File: config.mk
export PLATFORM = sky130hd
export DESIGN_NAME = fragment_reassembly_tracker
export DESIGN_NICKNAME = d
export VERILOG_FILES = /design/src/rtl/fra_pkg.sv /design/src/rtl/fra_entry_ram.sv /design/src/rtl/fra_tag_cam.sv /design/src/rtl/fragment_reassembly_tracker.sv
export VERILOG_INCLUDE_DIRS = /design/src /design/src/rtl
export SDC_FILE = /design/constraint.sdc
export NUM_CORES = 1
export LEC_CHECK = 0
export ABC_CLOCK_PERIOD_IN_PS = 12630
export BUFFER_PORTS_ARGS = -buffer_cell sky130_fd_sc_hd__buf_2
export CAP_MARGIN = 20
export CORE_MARGIN = 3
export CORE_UTILIZATION = 32
export DETAILED_ROUTE_END_ITERATION = 12
export SYNTH_ARGS = -nofsm -noshare
export SYNTH_HDL_FRONTEND = slang
export SYNTH_HIERARCHICAL = 1
export SYNTH_SLANG_ARGS = --single-unit
File: constraint.sdc
create_clock -name clk_i -period 12.63 [get_ports clk_i]
set_input_delay 1.263 -clock clk_i [delete_from_list [all_inputs] [get_ports clk_i]]
set_output_delay 1.263 -clock clk_i [all_outputs]
set_load 0.02 [all_outputs]
File: src/rtl/assert_macros.svh
// Assertion helpers used by fragment_reassembly_tracker.
// FRA_ASSERT checks a property on every rising edge of clk_i outside reset.
`ifndef ASSERT_MACROS_SVH
`define ASSERT_MACROS_SVH

`define FRA_ASSERT(lbl, prop, msg) \
  lbl: assert property (@(posedge clk_i) disable iff (!rst_ni) prop) else $error(msg);

`define FRA_ASSERT_CLK(lbl, clk, prop, msg) \
  lbl: assert property (@(posedge clk) prop) else $error(msg);

`endif

File: src/rtl/fra_pkg.sv
// ---------------------------------------------------------------------------
// fra_pkg
// Item types, operation and status codes of the reassembly tracker.
// ---------------------------------------------------------------------------
`default_nettype none

package fra_pkg;

  typedef enum logic [1:0] {
    OP_START = 2'd0,
    OP_FRAG  = 2'd1,
    OP_FREE  = 2'd2
  } op_e;

  typedef enum logic [3:0] {
    ST_STORED     = 4'd0,
    ST_COMPLETE   = 4'd1,
    ST_EMPTY      = 4'd2,
    ST_DEGENERATE = 4'd3,
    ST_DUPLICATE  = 4'd4,
    ST_UNKNOWN    = 4'd5,
    ST_FULL       = 4'd6,
    ST_RANGE      = 4'd7,
    ST_FREED      = 4'd8
  } status_e;

  // Smallest total a start may announce
  localparam logic [15:0] MinTotal = 16'd2;

  // Width of the per-entry count and total fields
  localparam int unsigned CntW = 7;

  typedef struct packed {
    logic [1:0]  operation;
    logic [7:0]  transfer_id;
    logic [5:0]  fragment_index;
    logic [15:0] total_fragments;
    logic [15:0] payload_bytes;
  } fra_in_t;

  typedef struct packed {
    logic [3:0] status;
    logic       complete;
    logic [6:0] received_count;
    logic [2:0] slot;
  } fra_out_t;

endpackage

`default_nettype wire

File: src/rtl/fra_entry_ram.sv
// ---------------------------------------------------------------------------
// fra_entry_ram
// Entry store: one write port, one read port, registered read data.
// ---------------------------------------------------------------------------
`default_nettype none

module fra_entry_ram #(
  parameter int unsigned Depth = 8,
  parameter int unsigned AddrW = 3,
  parameter int unsigned DataW = 78
) (
  input  logic             clk_i,
  input  logic             rd_en_i,
  input  logic [AddrW-1:0] rd_addr_i,
  output logic [DataW-1:0] rd_data_o,
  input  logic             wr_en_i,
  input  logic [AddrW-1:0] wr_addr_i,
  input  logic [DataW-1:0] wr_data_i
);

  logic [DataW-1:0] mem_q [Depth];
  logic [DataW-1:0] rd_data_q;

  // Write the entry
  always_ff @(posedge clk_i) begin
    if (wr_en_i) begin
      mem_q[wr_addr_i] <= wr_data_i;
    end
  end

  // Read the entry, hold the data until the next read
  always_ff @(posedge clk_i) begin
    if (rd_en_i) begin
      rd_data_q <= mem_q[rd_addr_i];
    end
  end

  assign rd_data_o = rd_data_q;

endmodule

`default_nettype wire

File: src/rtl/fra_tag_cam.sv
// ---------------------------------------------------------------------------
// fra_tag_cam
// Valid bits and transfer IDs of all entries, with a parallel ID lookup and
// a lowest-free-entry search.
// ---------------------------------------------------------------------------
`default_nettype none

module fra_tag_cam #(
  parameter int unsigned Entries = 8,
  parameter int unsigned SlotW   = 3
) (
  input  logic             clk_i,
  input  logic             rst_ni,
  input  logic [7:0]       lk_id_i,
  output logic             hit_o,
  output logic [SlotW-1:0] hit_slot_o,
  output logic             free_found_o,
  output logic [SlotW-1:0] free_slot_o,
  input  logic             clr_en_i,
  input  logic [SlotW-1:0] clr_slot_i,
  input  logic             set_en_i,
  input  logic [SlotW-1:0] set_slot_i,
  input  logic [7:0]       set_id_i
);

  logic [Entries-1:0] valid_q, valid_d;
  logic [7:0]         tag_q [Entries];
  logic [Entries-1:0] match;
  logic [Entries-1:0] avail;

  // Compare the ID against every entry; a matching entry counts as free
  // because a start drops it before opening
  always_comb begin
    for (int i = 0; i < Entries; i++) begin
      match[i] = valid_q[i] && (tag_q[i] == lk_id_i);
      avail[i] = !valid_q[i] || match[i];
    end
  end

  // Pick the lowest matching and the lowest free entry
  always_comb begin
    hit_o        = |match;
    free_found_o = |avail;
    hit_slot_o   = '0;
    free_slot_o  = '0;
    for (int i = Entries - 1; i >= 0; i--) begin
      if (match[i]) begin
        hit_slot_o = SlotW'(i);
      end
      if (avail[i]) begin
        free_slot_o = SlotW'(i);
      end
    end
  end

  // Drop first, then open; opening wins when both hit the same entry
  always_comb begin
    valid_d = valid_q;
    if (clr_en_i) begin
      valid_d[clr_slot_i] = 1'b0;
    end
    if (set_en_i) begin
      valid_d[set_slot_i] = 1'b1;
    end
  end

  always_ff @(posedge clk_i or negedge rst_ni) begin
    if (!rst_ni) begin
      valid_q <= '0;
    end else begin
      valid_q <= valid_d;
    end
  end

  always_ff @(posedge clk_i) begin
    if (set_en_i) begin
      tag_q[set_slot_i] <= set_id_i;
    end
  end

endmodule

`default_nettype wire

File: src/rtl/fragment_reassembly_tracker.sv
// ---------------------------------------------------------------------------
// fragment_reassembly_tracker
// Table of open reassembly transfers: tracks received fragments per ID.
// ---------------------------------------------------------------------------
// Usage:
//   in channel  (in_valid_i / in_stall_o / in_item_i): start, fragment and
//   free items. out channel (out_valid_o / out_stall_i / out_item_o): one
//   result item per input item, in order.
//   Each item passes an accept state and then an update state: in the accept
//   cycle the ID is matched against the tag array and the entry memory is
//   read; in the update state the entry is updated, written back and the
//   result is loaded into the output register. The single read/modify/write
//   of the entry memory means no new item is taken until the update is done.
//   out_valid_o is registered and rises at the clock edge that ends the
//   update; the result can be taken from then on.
//   The output register lets the next item enter while a result waits.
//   If the receiver stalls with a result still held, the update cycle waits
//   and in_stall_o stays high until the result drains.
//   Reset empties the table (all valid bits clear) and drops any held
//   result; the entry memory needs no clearing pass.
// ---------------------------------------------------------------------------
`default_nettype none

module fragment_reassembly_tracker #(
  parameter int unsigned TABLE_ENTRIES          = 8,
  parameter int unsigned FRAGMENTS_PER_TRANSFER = 64
) (
  input  logic              clk_i,
  input  logic              rst_ni,
  input  logic              in_valid_i,
  output logic              in_stall_o,
  input  fra_pkg::fra_in_t  in_item_i,
  output logic              out_valid_o,
  input  logic              out_stall_i,
  output fra_pkg::fra_out_t out_item_o
);

  import fra_pkg::*;

  `include "assert_macros.svh"

  localparam int unsigned SlotW = (TABLE_ENTRIES > 1) ? $clog2(TABLE_ENTRIES) : 1;
  localparam int unsigned MapW  = FRAGMENTS_PER_TRANSFER;
  localparam int unsigned IdxW  = $clog2(FRAGMENTS_PER_TRANSFER);
  localparam int unsigned EntW  = MapW + 2 * CntW;

  localparam logic [6:0]  FragLimit  = 7'(FRAGMENTS_PER_TRANSFER);
  localparam logic [15:0] TotalLimit = 16'(FRAGMENTS_PER_TRANSFER);

  localparam logic StIdle = 1'b0;
  localparam logic StExec = 1'b1;

  logic state_q, state_d;
  logic in_fire, exec_fire;

  fra_in_t            req_q;
  logic               hit_q;
  logic [SlotW-1:0]   hit_slot_q;
  logic               free_found_q;
  logic [SlotW-1:0]   free_slot_q;

  logic               lk_hit, lk_free_found;
  logic [SlotW-1:0]   lk_hit_slot, lk_free_slot;

  logic               clr_en, set_en;
  logic [SlotW-1:0]   clr_slot;

  logic [EntW-1:0]    rd_data;
  logic [CntW-1:0]    ent_total, ent_count, new_count;
  logic [MapW-1:0]    ent_map;
  logic [IdxW-1:0]    idx_sel;
  logic               wr_en;
  logic [SlotW-1:0]   wr_slot;
  logic [EntW-1:0]    wr_data;

  fra_out_t           res;
  logic [SlotW+2:0]   slot_ext;
  logic [SlotW-1:0]   res_slot;

  logic               out_valid_q, out_valid_d;
  fra_out_t           out_item_q;

  // Handshakes
  assign in_stall_o = (state_q == StExec);
  assign in_fire    = in_valid_i && !in_stall_o;
  assign exec_fire  = (state_q == StExec) && (!out_valid_q || !out_stall_i);

  fra_tag_cam #(
    .Entries (TABLE_ENTRIES),
    .SlotW   (SlotW)
  ) u_cam (
    .clk_i        (clk_i),
    .rst_ni       (rst_ni),
    .lk_id_i      (in_item_i.transfer_id),
    .hit_o        (lk_hit),
    .hit_slot_o   (lk_hit_slot),
    .free_found_o (lk_free_found),
    .free_slot_o  (lk_free_slot),
    .clr_en_i     (clr_en),
    .clr_slot_i   (clr_slot),
    .set_en_i     (set_en),
    .set_slot_i   (free_slot_q),
    .set_id_i     (req_q.transfer_id)
  );

  fra_entry_ram #(
    .Depth (TABLE_ENTRIES),
    .AddrW (SlotW),
    .DataW (EntW)
  ) u_ram (
    .clk_i     (clk_i),
    .rd_en_i   (in_fire),
    .rd_addr_i (lk_hit_slot),
    .rd_data_o (rd_data),
    .wr_en_i   (wr_en),
    .wr_addr_i (wr_slot),
    .wr_data_i (wr_data)
  );

  // Hold the item and its lookup result for the update cycle
  always_ff @(posedge clk_i) begin
    if (in_fire) begin
      req_q        <= in_item_i;
      hit_q        <= lk_hit;
      hit_slot_q   <= lk_hit_slot;
      free_found_q <= lk_free_found;
      free_slot_q  <= lk_free_slot;
    end
  end

  // Split the entry read back from memory
  assign ent_total = rd_data[EntW-1 -: CntW];
  assign ent_map   = rd_data[CntW +: MapW];
  assign ent_count = rd_data[CntW-1:0];
  assign idx_sel   = req_q.fragment_index[IdxW-1:0];
  assign new_count = (ent_count != 7'h7f) ? ent_count + 7'd1 : ent_count;

  // Decide the result and the table update
  always_comb begin
    res      = '0;
    res.status = ST_RANGE;
    res_slot = '0;
    clr_en   = 1'b0;
    clr_slot = hit_slot_q;
    set_en   = 1'b0;
    wr_en    = 1'b0;
    wr_slot  = hit_slot_q;
    wr_data  = rd_data;
    case (req_q.operation)
      OP_START: begin
        if (req_q.payload_bytes == 16'd0) begin
          res.status = ST_EMPTY;
        end else if (req_q.total_fragments < MinTotal) begin
          res.status = ST_DEGENERATE;
        end else if (req_q.total_fragments > TotalLimit) begin
          res.status = ST_RANGE;
        end else begin
          clr_en = hit_q && exec_fire;
          if (!free_found_q) begin
            res.status = ST_FULL;
          end else begin
            set_en   = exec_fire;
            wr_en    = exec_fire;
            wr_slot  = free_slot_q;
            wr_data  = {req_q.total_fragments[CntW-1:0], MapW'(1), 7'd1};
            res.complete       = (7'd1 >= req_q.total_fragments[CntW-1:0]);
            res.status         = res.complete ? ST_COMPLETE : ST_STORED;
            res.received_count = 7'd1;
            res_slot           = free_slot_q;
          end
        end
      end
      OP_FRAG: begin
        if (req_q.payload_bytes == 16'd0) begin
          res.status = ST_EMPTY;
        end else if ({1'b0, req_q.fragment_index} >= FragLimit) begin
          res.status = ST_RANGE;
        end else if (!hit_q) begin
          res.status = ST_UNKNOWN;
        end else if (ent_map[idx_sel]) begin
          res.status         = ST_DUPLICATE;
          res.complete       = (ent_count >= ent_total);
          res.received_count = ent_count;
          res_slot           = hit_slot_q;
        end else begin
          wr_en   = exec_fire;
          wr_data = {ent_total, ent_map | (MapW'(1) << idx_sel), new_count};
          res.complete       = (new_count >= ent_total);
          res.status         = res.complete ? ST_COMPLETE : ST_STORED;
          res.received_count = new_count;
          res_slot           = hit_slot_q;
        end
      end
      OP_FREE: begin
        if (!hit_q) begin
          res.status = ST_UNKNOWN;
        end else begin
          clr_en             = exec_fire;
          res.status         = ST_FREED;
          res.complete       = (ent_count >= ent_total);
          res.received_count = ent_count;
          res_slot           = hit_slot_q;
        end
      end
      default: begin
        res.status = ST_RANGE;
      end
    endcase
    slot_ext = {3'b000, res_slot};
    res.slot = slot_ext[2:0];
  end

  // Advance the sequencer
  always_comb begin
    state_d = state_q;
    unique case (state_q)
      StIdle: if (in_fire) state_d = StExec;
      StExec: if (exec_fire) state_d = StIdle;
      default: state_d = StIdle;
    endcase
  end

  always_ff @(posedge clk_i or negedge rst_ni) begin
    if (!rst_ni) begin
      state_q <= StIdle;
    end else begin
      state_q <= state_d;
    end
  end

  // Output register: load on update, drop when taken
  always_comb begin
    out_valid_d = out_valid_q;
    if (exec_fire) begin
      out_valid_d = 1'b1;
    end else if (!out_stall_i) begin
      out_valid_d = 1'b0;
    end
  end

  always_ff @(posedge clk_i or negedge rst_ni) begin
    if (!rst_ni) begin
      out_valid_q <= 1'b0;
    end else begin
      out_valid_q <= out_valid_d;
    end
  end

  always_ff @(posedge clk_i) begin
    if (exec_fire) begin
      out_item_q <= res;
    end
  end

  assign out_valid_o = out_valid_q;
  assign out_item_o  = out_item_q;

  // Checks
  `FRA_ASSERT(a_accept_enters_exec, in_fire |=> (state_q == StExec), "accepted item did not enter update")
  `FRA_ASSERT(a_result_after_exec, $rose(out_valid_o) |-> $past(state_q == StExec), "result without update cycle")
  `FRA_ASSERT(a_complete_flag, (out_valid_o && (out_item_o.status == ST_COMPLETE)) |-> out_item_o.complete, "complete status without complete flag")

endmodule

`default_nettype wire

; ---- After elaboration in Yosys (flattened, before gate mapping)
; Memories as Yosys holds them, arrays and structs flattened. A register that Yosys moved wholly into a read port is not among the register bits.
; Index checks and enable logic that the tools add are counted.
[op_classes]
reduce_logical = 39
eq_ne = 12
shifts = 1
add_sub_neg = 1
n_mux = 86
bitwise_logic = 5
order_cmp = 10
[ops]
columns = operator, n
row1 = $mux 78, 4
row2 = $mux 71, 3
row3 = $pmux 78 s2, 1
row4 = $mux 3, 27
row5 = $mux 8, 9
row6 = $eq 8x8->1, 8
row7 = $or 64x64->64, 1
row8 = $shl 1x6->64 const A, 1
row9 = $mux 1, 26
row10 = $pmux 8 s3, 1
row11 = $gt 16x7->1 const B, 1
row12 = $logic_not 16->1, 1
row13 = $lt 16x2->1 const B, 1
row14 = $reduce_or 8->1, 2
row15 = $ge 7x7->1, 2
row16 = $logic_and 1x1->1, 13
row17 = $mux 4, 3
row18 = $pmux 4 s3, 1
row19 = $logic_not 1->1, 11
row20 = $mux 11, 1
row21 = $logic_or 1x1->1, 9
row22 = $pmux 3 s3, 1
row23 = $and 8x8->8, 1
row24 = $lt 3x4->1 const B, 2
row25 = other kinds (19), 24
[totals]
mem_count = 2
reg_bits = 81
word_cells = 174
inputBits = 52
output_inout_bits = 17
ramBits = 688
[mem_list]
columns = memory, depth, word_bits, read_ports, rd_ports_with_merged_regs, wr, line
row1 = u_ram.mem_q, 8, 78, 1, 1, 1, fra_entry_ram.sv:21  ; logic [DataW-1:0] mem_q [Depth];
row2 = u_cam.tag_q, 8, 8, 8, 0, 1, fra_tag_cam.sv:27  ; logic [7:0] tag_q [Entries];

; ---- Longest topological paths before layout
; Gate-level depths: netlist of run 1.
[logic_depth]
word_depth = 11
depth_mapped = 14

; ---- By module
; Netlist of run 1, hierarchy kept.
[modules_own_cells]
columns = mod, area_each_um2, instances, seq_area_each_um2, cells_each
row1 = fra_entry_ram, 25821.0, 1, 21080.2, 993
row2 = fragment_reassembly_tracker, 4755.8, 1, 2182.1, 453
row3 = fra_tag_cam, 3497.1, 1, 2122.0, 242

; ---- Worst setup path before layout of run 1
; Ideal clock, no wire load.
[synth_path]
path_kind = reg2reg
from = register req_q[20] (netlist bit)
to = memory u_ram.mem_q[0][0] (enable)
slack_ps = 4189
t_arrival_ps = 7831
setup_ps = 610
t_required_ps = 12020
period_less_slack_ps = 8441
stages_incl_launch_ff = 12
cell_sequence = edfxtp_1 > or4_1 > nor2_1 > mux2i_1 > nand4_1 > or3_1 > clkbuf_1 > clkbuf_1 > nand2_1 > nand2_1 > nand2b_1 > nor3_1
[synth_between]
elab_cells_between_ends = 12
classes_between = order compare: 2 / mux: 10
[synth_rtl]
columns = element, line
row1 = start: declaration, fragment_reassembly_tracker.sv:56  ; fra_in_t req_q;
row2 = start signal: assignment, fragment_reassembly_tracker.sv:123  ; req_q <= in_item_i;
row3 = $gt 16x7->1, fragment_reassembly_tracker.sv:155  ; end else if (req_q.total_fragments > TotalLimit) begin
row4 = $mux 3, fragment_reassembly_tracker.sv:155
row5 = $mux 3 (*), fragment_reassembly_tracker.sv:153  ; end else if (req_q.total_fragments < MinTotal) begin
row6 = $mux 3 (*), fragment_reassembly_tracker.sv:151  ; if (req_q.payload_bytes == 16'd0) begin
row7 = $mux 3 (*), fragment_reassembly_tracker.sv:149  ; case (req_q.operation)
row8 = via wr_slot[2], fragment_reassembly_tracker.sv:73  ; logic [SlotW-1:0] wr_slot;
row9 = end: declaration, fra_entry_ram.sv:21
; The timed path passes the listed nets; every way through them passes the cells marked *.

; ---- Worst setup path after layout of run 1
[layout_path]
from = register req_q, in the netlist idx_sel[1]
to = memory u_ram.mem_q[5][50] (enable)
[layout_between]
elab_chain_cells = 8
[layout_rtl]
columns = element, line
row1 = $bmux 1 s6, fragment_reassembly_tracker.sv:180  ; end else if (ent_map[idx_sel]) begin
row2 = $mux 1 (implied by the code), fragment_reassembly_tracker.sv:180
row3 = $mux 1, fragment_reassembly_tracker.sv:180
row4 = $mux 1, fragment_reassembly_tracker.sv:178  ; end else if (!hit_q) begin
row5 = $mux 1, fragment_reassembly_tracker.sv:174  ; if (req_q.payload_bytes == 16'd0) begin
row6 = $pmux 1 s2, fragment_reassembly_tracker.sv:149
row7 = via wr_en, fragment_reassembly_tracker.sv:72  ; logic wr_en;
row8 = $mux 1, fra_entry_ram.sv:26  ; if (wr_en_i) begin
row9 = $mux 1 (implied by the code), fra_entry_ram.sv:27  ; mem_q[wr_addr_i] <= wr_data_i;
; The timed path passes the listed nets, and every way through them passes these cells. The select of a mux whose other input is x is not followed.

==> results of run 1 <==
==> where the power goes <==
| part | switching [mW] | internal (mW) | total (mW) |
|---|---|---|---|
| Clock | 1.03 | 1.50 | 2.53 |
| Combinational | 0.146 | 0.0600 | 0.206 |
| Sequential | 0.0323 | 3.14 | 3.18 |
==> through the flow <==
step | setup WS [ps] | utilization, % | cells | hold slack (ps) | cell area, um2
2_1_floorplan | 4190 | - | 1688 | 464 | 34100
3_3_place_gp | 6960 | 34.2 | 3095 | 500 | 36000
3_5_place_dp | 6910 | 34.2 | 3095 | 513 | 36000
4_1_cts | 7170 | 36.8 | 3248 | 468 | 38800
5_1_grt | 6910 | 36.8 | 3249 | 494 | 38800
6_report | 7190 | 36.8 | 3249 | 505 | 38800
==> synth_stat cells (all sizes together), types with 3 or more instances <==
master	number
ha	15
and2	3
and3	4
o21ai	44
mux2i	15
nand3b	12
nor4	19
a21bo	3
nor2	38
a21oi	10
nand4	11
or3	3
nand2	75
mux2	84
a21o	10
xor2	49
a32o	21
buf	52
nand3	25
inv	14
nand2b	22
xnor2	19
edfxtp	837
a21boi	5
o211ai	4
mux4	164
a22o	28
a22oi	4
nor2b	12
dfrtp	10
clkbuf	31
nor3	14
==> worst max path at each step <==
stage	startpoint	endpoint	slack [ps]	depth (start not counted)
finish	idx_sel[1]	u_ram/mem_q[5][50]	7190	12
global route	req_q[20]	u_ram/mem_q[5][50]	6910	12
CTS	req_q[20]	u_ram/mem_q[5][50]	7170	12
detailed placement	in_item_i[42]	u_ram/rd_data_o[21]	6910	10
global placement	in_item_i[43]	u_ram/rd_data_o[69]	6960	10
floorplan	req_q[20]	u_ram/mem_q[0][0]	4190	11
==> worst max-delay path: stages, from the launching register on <==
cell	delay, ps
edfxtp_1	330
buf_4	520
mux4_2	430
mux2_2	300
nand3_1	120
a41oi_1	490
nor3_4	310
nor2_1	70
nor3_1	330
nand2_1	310
nor2_4	600
buf_4	670
buf_4	520
==> area by class of cell <==
class	count	area, um2
fillers	9598	66600
flip-flops and latches	847	25400
multi-input cells	744	8210
clock buffers	104	2260
well taps	1391	1740
repair buffers	100	618
clock inverters	49	538
inverters	14	52.6
==> sequential cells by signal (all words and copies together), names as in the netlist <==
| name | cells |
|---|---|
| out_item_o | 15 |
| u_ram/mem_q | 624 |
| hit_q | 1 |
| idx_sel | 6 |
| in_stall_o | 1 |
| clr_slot | 3 |
| u_cam/tag_q | 64 |
| u_cam/valid_q | 8 |
| u_ram/rd_data_o | 78 |
| out_valid_o | 1 |
| free_found_q | 1 |
| free_slot_q | 3 |
| req_q | 42 |
==> cell usage in the layout (no fill, tap or decap), drive strengths merged, types with 4 or more instances in the layout <==
master  count
a21boi      5
a21o       10
a21oi      10
a22o       28
a22oi       4
a32o       21
and3        4
buf        99
bufinv     11
clkbuf    105
clkinv     32
dfrtp      10
edfxtp    837
ha         15
inv        18
mux2       84
mux2i      15
mux4      164
nand2      75
nand2b     22
nand3      25
nand3b     12
nand4      11
nor2       38
nor2b      12
nor3       14
nor4       19
o211ai      4
o21ai      44
xnor2      19
xor2       49
==> routing by layer <==
metal | wire length, um | global-route usage [%]
met4 | 1230 | 3.38
met2 | 36500 | 21.8
met3 | 4280 | 2.07
met1 | 33200 | 19.1
met5 | 0 | 0
==> logic make-up (layout without fill, tap and decap cells) <==
kind of cell	Yosys count	count (layout)
adder cells (fa/ha/maj)	15	15
multiplexers	263	263
AO/OA/AOI/OAI	147	147
flip-flops	847	847
buffers and inverters	97	267
AND/OR/NAND/NOR	251	251
XOR/XNOR	68	68
==> flow_summary.toml, run 1 <==
[global_route]
overflow = 0
grt_pass1_wl_um = 113000
grt_max_degree = 157
grt_pass1_vias = 17200
track_usage_pct = 13.5
grt_antenna_before_repair = 0

[sta]
period_share_pct = 43.1
tns_ps = 0
worst_pin_slew_ps = 1100
fin_skew_ps = 24.4
setup_viol = 0
period_needed_ps = 5440
rsz0062_at_grt = "no"
max-slew-margin-rel_pct = 26.4
finalHoldViolCount = 0
max_freq_ghz = 0.184
slew_viol_final = 0

[power_and_ir_drop]
power.density_mw_per_mm2 = 152
vdd_drop_max_uv = 97.7
leakagePower_nw = 12.1
power.total_mw = 5.91

[drt]
drt_wl_total_um = 75200
first_pass_iters = 5
dr.first_iter.drc_count = 1592
wire_per_inst_um = 23.2
num_vias = 16600
via_per_inst = 5.11
drc = 0
drtAntennaViolNets = 0

[yosys]
post_synth_mux_area_share_pct = 14.1
yosys.area_share.simple_pct = 4.12
syn_nets = 1755
yosys_warnings = 6
synth_compound_area_share_pct = 3.19
synth_top_family_by_area = "multiplexers"
yosysTopAreaCell = "edfxtp_1"
syn_inst = 1688
synth_area_leaders = "edfxtp_1, mux4_2, mux2_2, xor2_1, buf_6"
ys_types = 69
synthAdderAreaFrac_pct = 0.551
synth_edf_count = 837
synth-xor-area-share_pct = 1.88
yosysSeqAreaShare_pct = 74.5
synth_top_area_share_pct = 73.8
synthesis.area_mm2 = 0.0341
ys.flop_type = "edfxtp_1"
synth-seq-cells = 847
syn_avg_cell_area_um2 = 20.2
async_flop_share_pct = 1.18

[placed_design]
port_buffers = 68
hpwlAfterDp_um = 41200
place_congestion = 0.811

[die]
dieArea_mm2 = 0.110
start_util_pct = 32.3
die-height_um = 332
ioPinCount = 69
core_area_mm2 = 0.105
fp.dieW_um = 332
rows = 119

[hold_path]
min-delay-path-class = "primary input to asynchronous set/reset pin"

[final_layout]
fin_nets = 1859
syn_to_final_growth_pct = 13.9
drive_above_1_share_pct = 27.5
antenna_cells = 0

[setup_path]
crit_required_ps = 12910
reg2reg_to = "u_ram/mem_q[5][50]"
end_kind = "flop"
r2r_start = "idx_sel[1]"
worstPathMaxFanout = 38
r2r_cells = 12
ff2ff_setup_slack_ps = 7190
arrival_ps = 5720
start_kind = "flop"
path_class = "flop to flop"

[cts]
post_cts_buffers = 0
ctsLongestPathBuffers = 3
cts_hold_buf = 0
cts_tree = "built"
clock_latency_ps = 640
cts_root_buf = "clkbuf_16"
cts_made_buffers = 85
clkTransAtPathRegs_ps = 60
clock_sinks = 847
htreeDepth = 3
cts_resized = 0

[outcome]
status = "complete, no violations"

[job]
max_cap_viol_count = 0
(Power assumes the default switching activity.)
==> run 2: changes to the inputs <==
--- a/config.mk
+++ b/config.mk
@@ -6,7 +6,7 @@
 export SDC_FILE = /design/constraint.sdc
 export NUM_CORES = 1
 export LEC_CHECK = 0
-export ABC_CLOCK_PERIOD_IN_PS = 12630
+export ABC_CLOCK_PERIOD_IN_PS = 5550
 export BUFFER_PORTS_ARGS = -buffer_cell sky130_fd_sc_hd__buf_2
 export CAP_MARGIN = 20
 export CORE_MARGIN = 3
==> constraint.sdc (replaced) <==
create_clock -name clk_i -period 5.55 [get_ports clk_i]
set_input_delay 0.555 -clock clk_i [delete_from_list [all_inputs] [get_ports clk_i]]
set_output_delay 0.555 -clock clk_i [all_outputs]
set_load 0.02 [all_outputs]
==> run 2 against run 1 <==
Net effect:
- die area did not move
- sequential share of layout area fell by 0.43 points
- core utilization rose by 0.25 points
- fmax rose by 20%
- sequential power rose by 130%
- via count barely moved
- clock skew rose by 3.3 ps
- non-clock buffer count rose by 12
- clock-buffer cell count did not move
- hold slack got worse by 400 ps
- register-to-register slack got worse by 6200 ps
- largest power group unchanged
==> flow_summary.toml, run 2 (synthesis results as in run 1) <==
[setup_path]
crit_slowest_cell = "edfxtp_1"
path_class = "flop to flop"
crit_path_cell_trace = "mux4_2 -> mux2_2 -> nand3_1 -> a41oi_1 -> nor3_4 -> buf_4 -> nand3_1 -> o21ai_0"
crit_top_cell = "nand3_1"
cp_top_family = "compound AO/OA/AOI/OAI gates"
arrival_ps = 4850
worstPathMaxFanout = 40
r2r_cells = 8
cp.buffers_inverters = 1
ff2ff_setup_slack_ps = 1020
end_kind = "flop"
critPathMaxStageDelay_ps = 880
r2r_start = "idx_sel[0]"
start_kind = "flop"
reg2reg_to = "u_ram/mem_q[7][59]"
crit_required_ps = 5870

[die]
fp.dieW_um = 332
start_util_pct = 32.3
ioPinCount = 69
core_area_mm2 = 0.105
dieArea_mm2 = 0.110
rows = 119
die-height_um = 332

[placed_design]
dp_cells = 3107
place_congestion = 0.783
pre_cts_ws_ps = 1080
hpwlAfterDp_um = 44900
port_buffers = 68
post_dp_cell_area_mm2 = 0.0363

[final_layout]
fin_nets = 1874
antenna_cells = 0
instances_no_fill = 3268
layout_commonest_cell = "edfxtp_1"
largest_reg_flops = 624
final_cell_mix = "edfxtp_1, mux4_2, clkbuf_16, mux2_2, nand2_1"
finalInstanceArea_mm2 = 0.0391
regMostFlops = "u_ram/mem_q"
drive_above_1_share_pct = 27.9
syn_to_final_growth_pct = 14.7

[drt]
via_per_inst = 5.08
first_pass_iters = 5
drt_wl_total_um = 75800
num_vias = 16600
drc = 0
wire_per_inst_um = 23.2
dr.first_iter.drc_count = 1471
drtAntennaViolNets = 0

[cts]
cts_made_buffers = 88
cts_tree = "built"
post_cts_buffers = 0
cts_root_buf = "clkbuf_16"
clock_latency_ps = 640
cts_resized = 0
clock_sinks = 847
htreeDepth = 3
ctsLongestPathBuffers = 3
clkTransAtPathRegs_ps = 60

[power_and_ir_drop]
power.density_mw_per_mm2 = 342
vdd_drop_max_uv = 294
leakagePower_nw = 12.2
power.total_mw = 13.4

[global_route]
grt_max_degree = 136
grt_antenna_before_repair = 6
grt_pass1_wl_um = 114000
track_usage_pct = 13.7
grt_pass1_vias = 17200
overflow = 0

[sta]
max_freq_ghz = 0.221
layout_setup_ws_ps = 1020
worst_pin_slew_ps = 1100
max-slew-margin-rel_pct = 26.4
rsz0062_at_grt = "no"
tns_ps = 0
slew_viol_final = 0
period_share_pct = 81.7
finalHoldViolCount = 0
setup_viol = 0
fin_skew_ps = 27.7
period_needed_ps = 4530

[hold_path]
min-delay-path-class = "primary input to flop"
hold_end = "req_q[23]"
whs_path_depth = 1
min-delay-start = "in_item_i[23]"

[job]
max_cap_viol_count = 0

[outcome]
status = "complete, no violations"
## run 2: cell count changes in the layout (fill, tap and decap cells not counted), sizes merged
cell and delta:
bufinv -4, dlygate4sd3 +1, buf +12, clkinv +7
inv +3, clkbuf -1, clkinvlp +1
## run 2: worst max path at each step
stage / start / endpoint / slack [ps] / depth (start not counted)
after global routing: idx_sel[0] / u_ram/mem_q[7][59] / 750 / 8
after CTS: idx_sel[0] / u_ram/mem_q[7][59] / 1060 / 8
after global placement: req_q[27] / u_ram/mem_q[1][37] / 800 / 10
after detailed placement: idx_sel[0] / u_ram/mem_q[6][59] / 1080 / 8
final: idx_sel[0] / u_ram/mem_q[7][59] / 1020 / 8
after floorplan: req_q[20] / u_ram/mem_q[1][0] / -830 / 11
## run 2: final cells by class
cell class	count	area [um2]
timing repair buffer	112	883
clock buffer	104	2280
sequential	847	25400
tap	1391	1740
clock inverter	56	509
fill	9543	66300
inverter	14	52.6
multi-input combinational	744	8220
## run 2: repair_timing
item	4_1_cts	5_1_grt
hold buffers	1	0
endpoints found under the setup margin	0	0
endpoints found under the hold margin	10	0
## run 2: where the power goes
part           switching (mW)  leakage [nW]  internal [mW]
combinational           0.313          3.10          0.136
sequential             0.0928          7.73           7.16
clock                    2.39          1.37           3.28
## run 2: per-stage QoR
step | utilization (%) | hold slack (ps)
2_1_floorplan | - | 259
3_3_place_gp | 34.4 | 453
3_5_place_dp | 34.4 | 449
4_1_cts | 37.1 | 60.3
5_1_grt | 37.1 | 66.4
6_report | 37.1 | 102
## run 2: per-layer routing
layer  share of wire [%]  global-route usage [%]  vias to the layer above
met5                   0                       0                        -
met4                 2.3                    3.54                        0
met3                 5.9                    2.56                      116
met2                  49                    22.7                      549
met1                  43                    18.6                     8763
li1                    -                       -                     7168
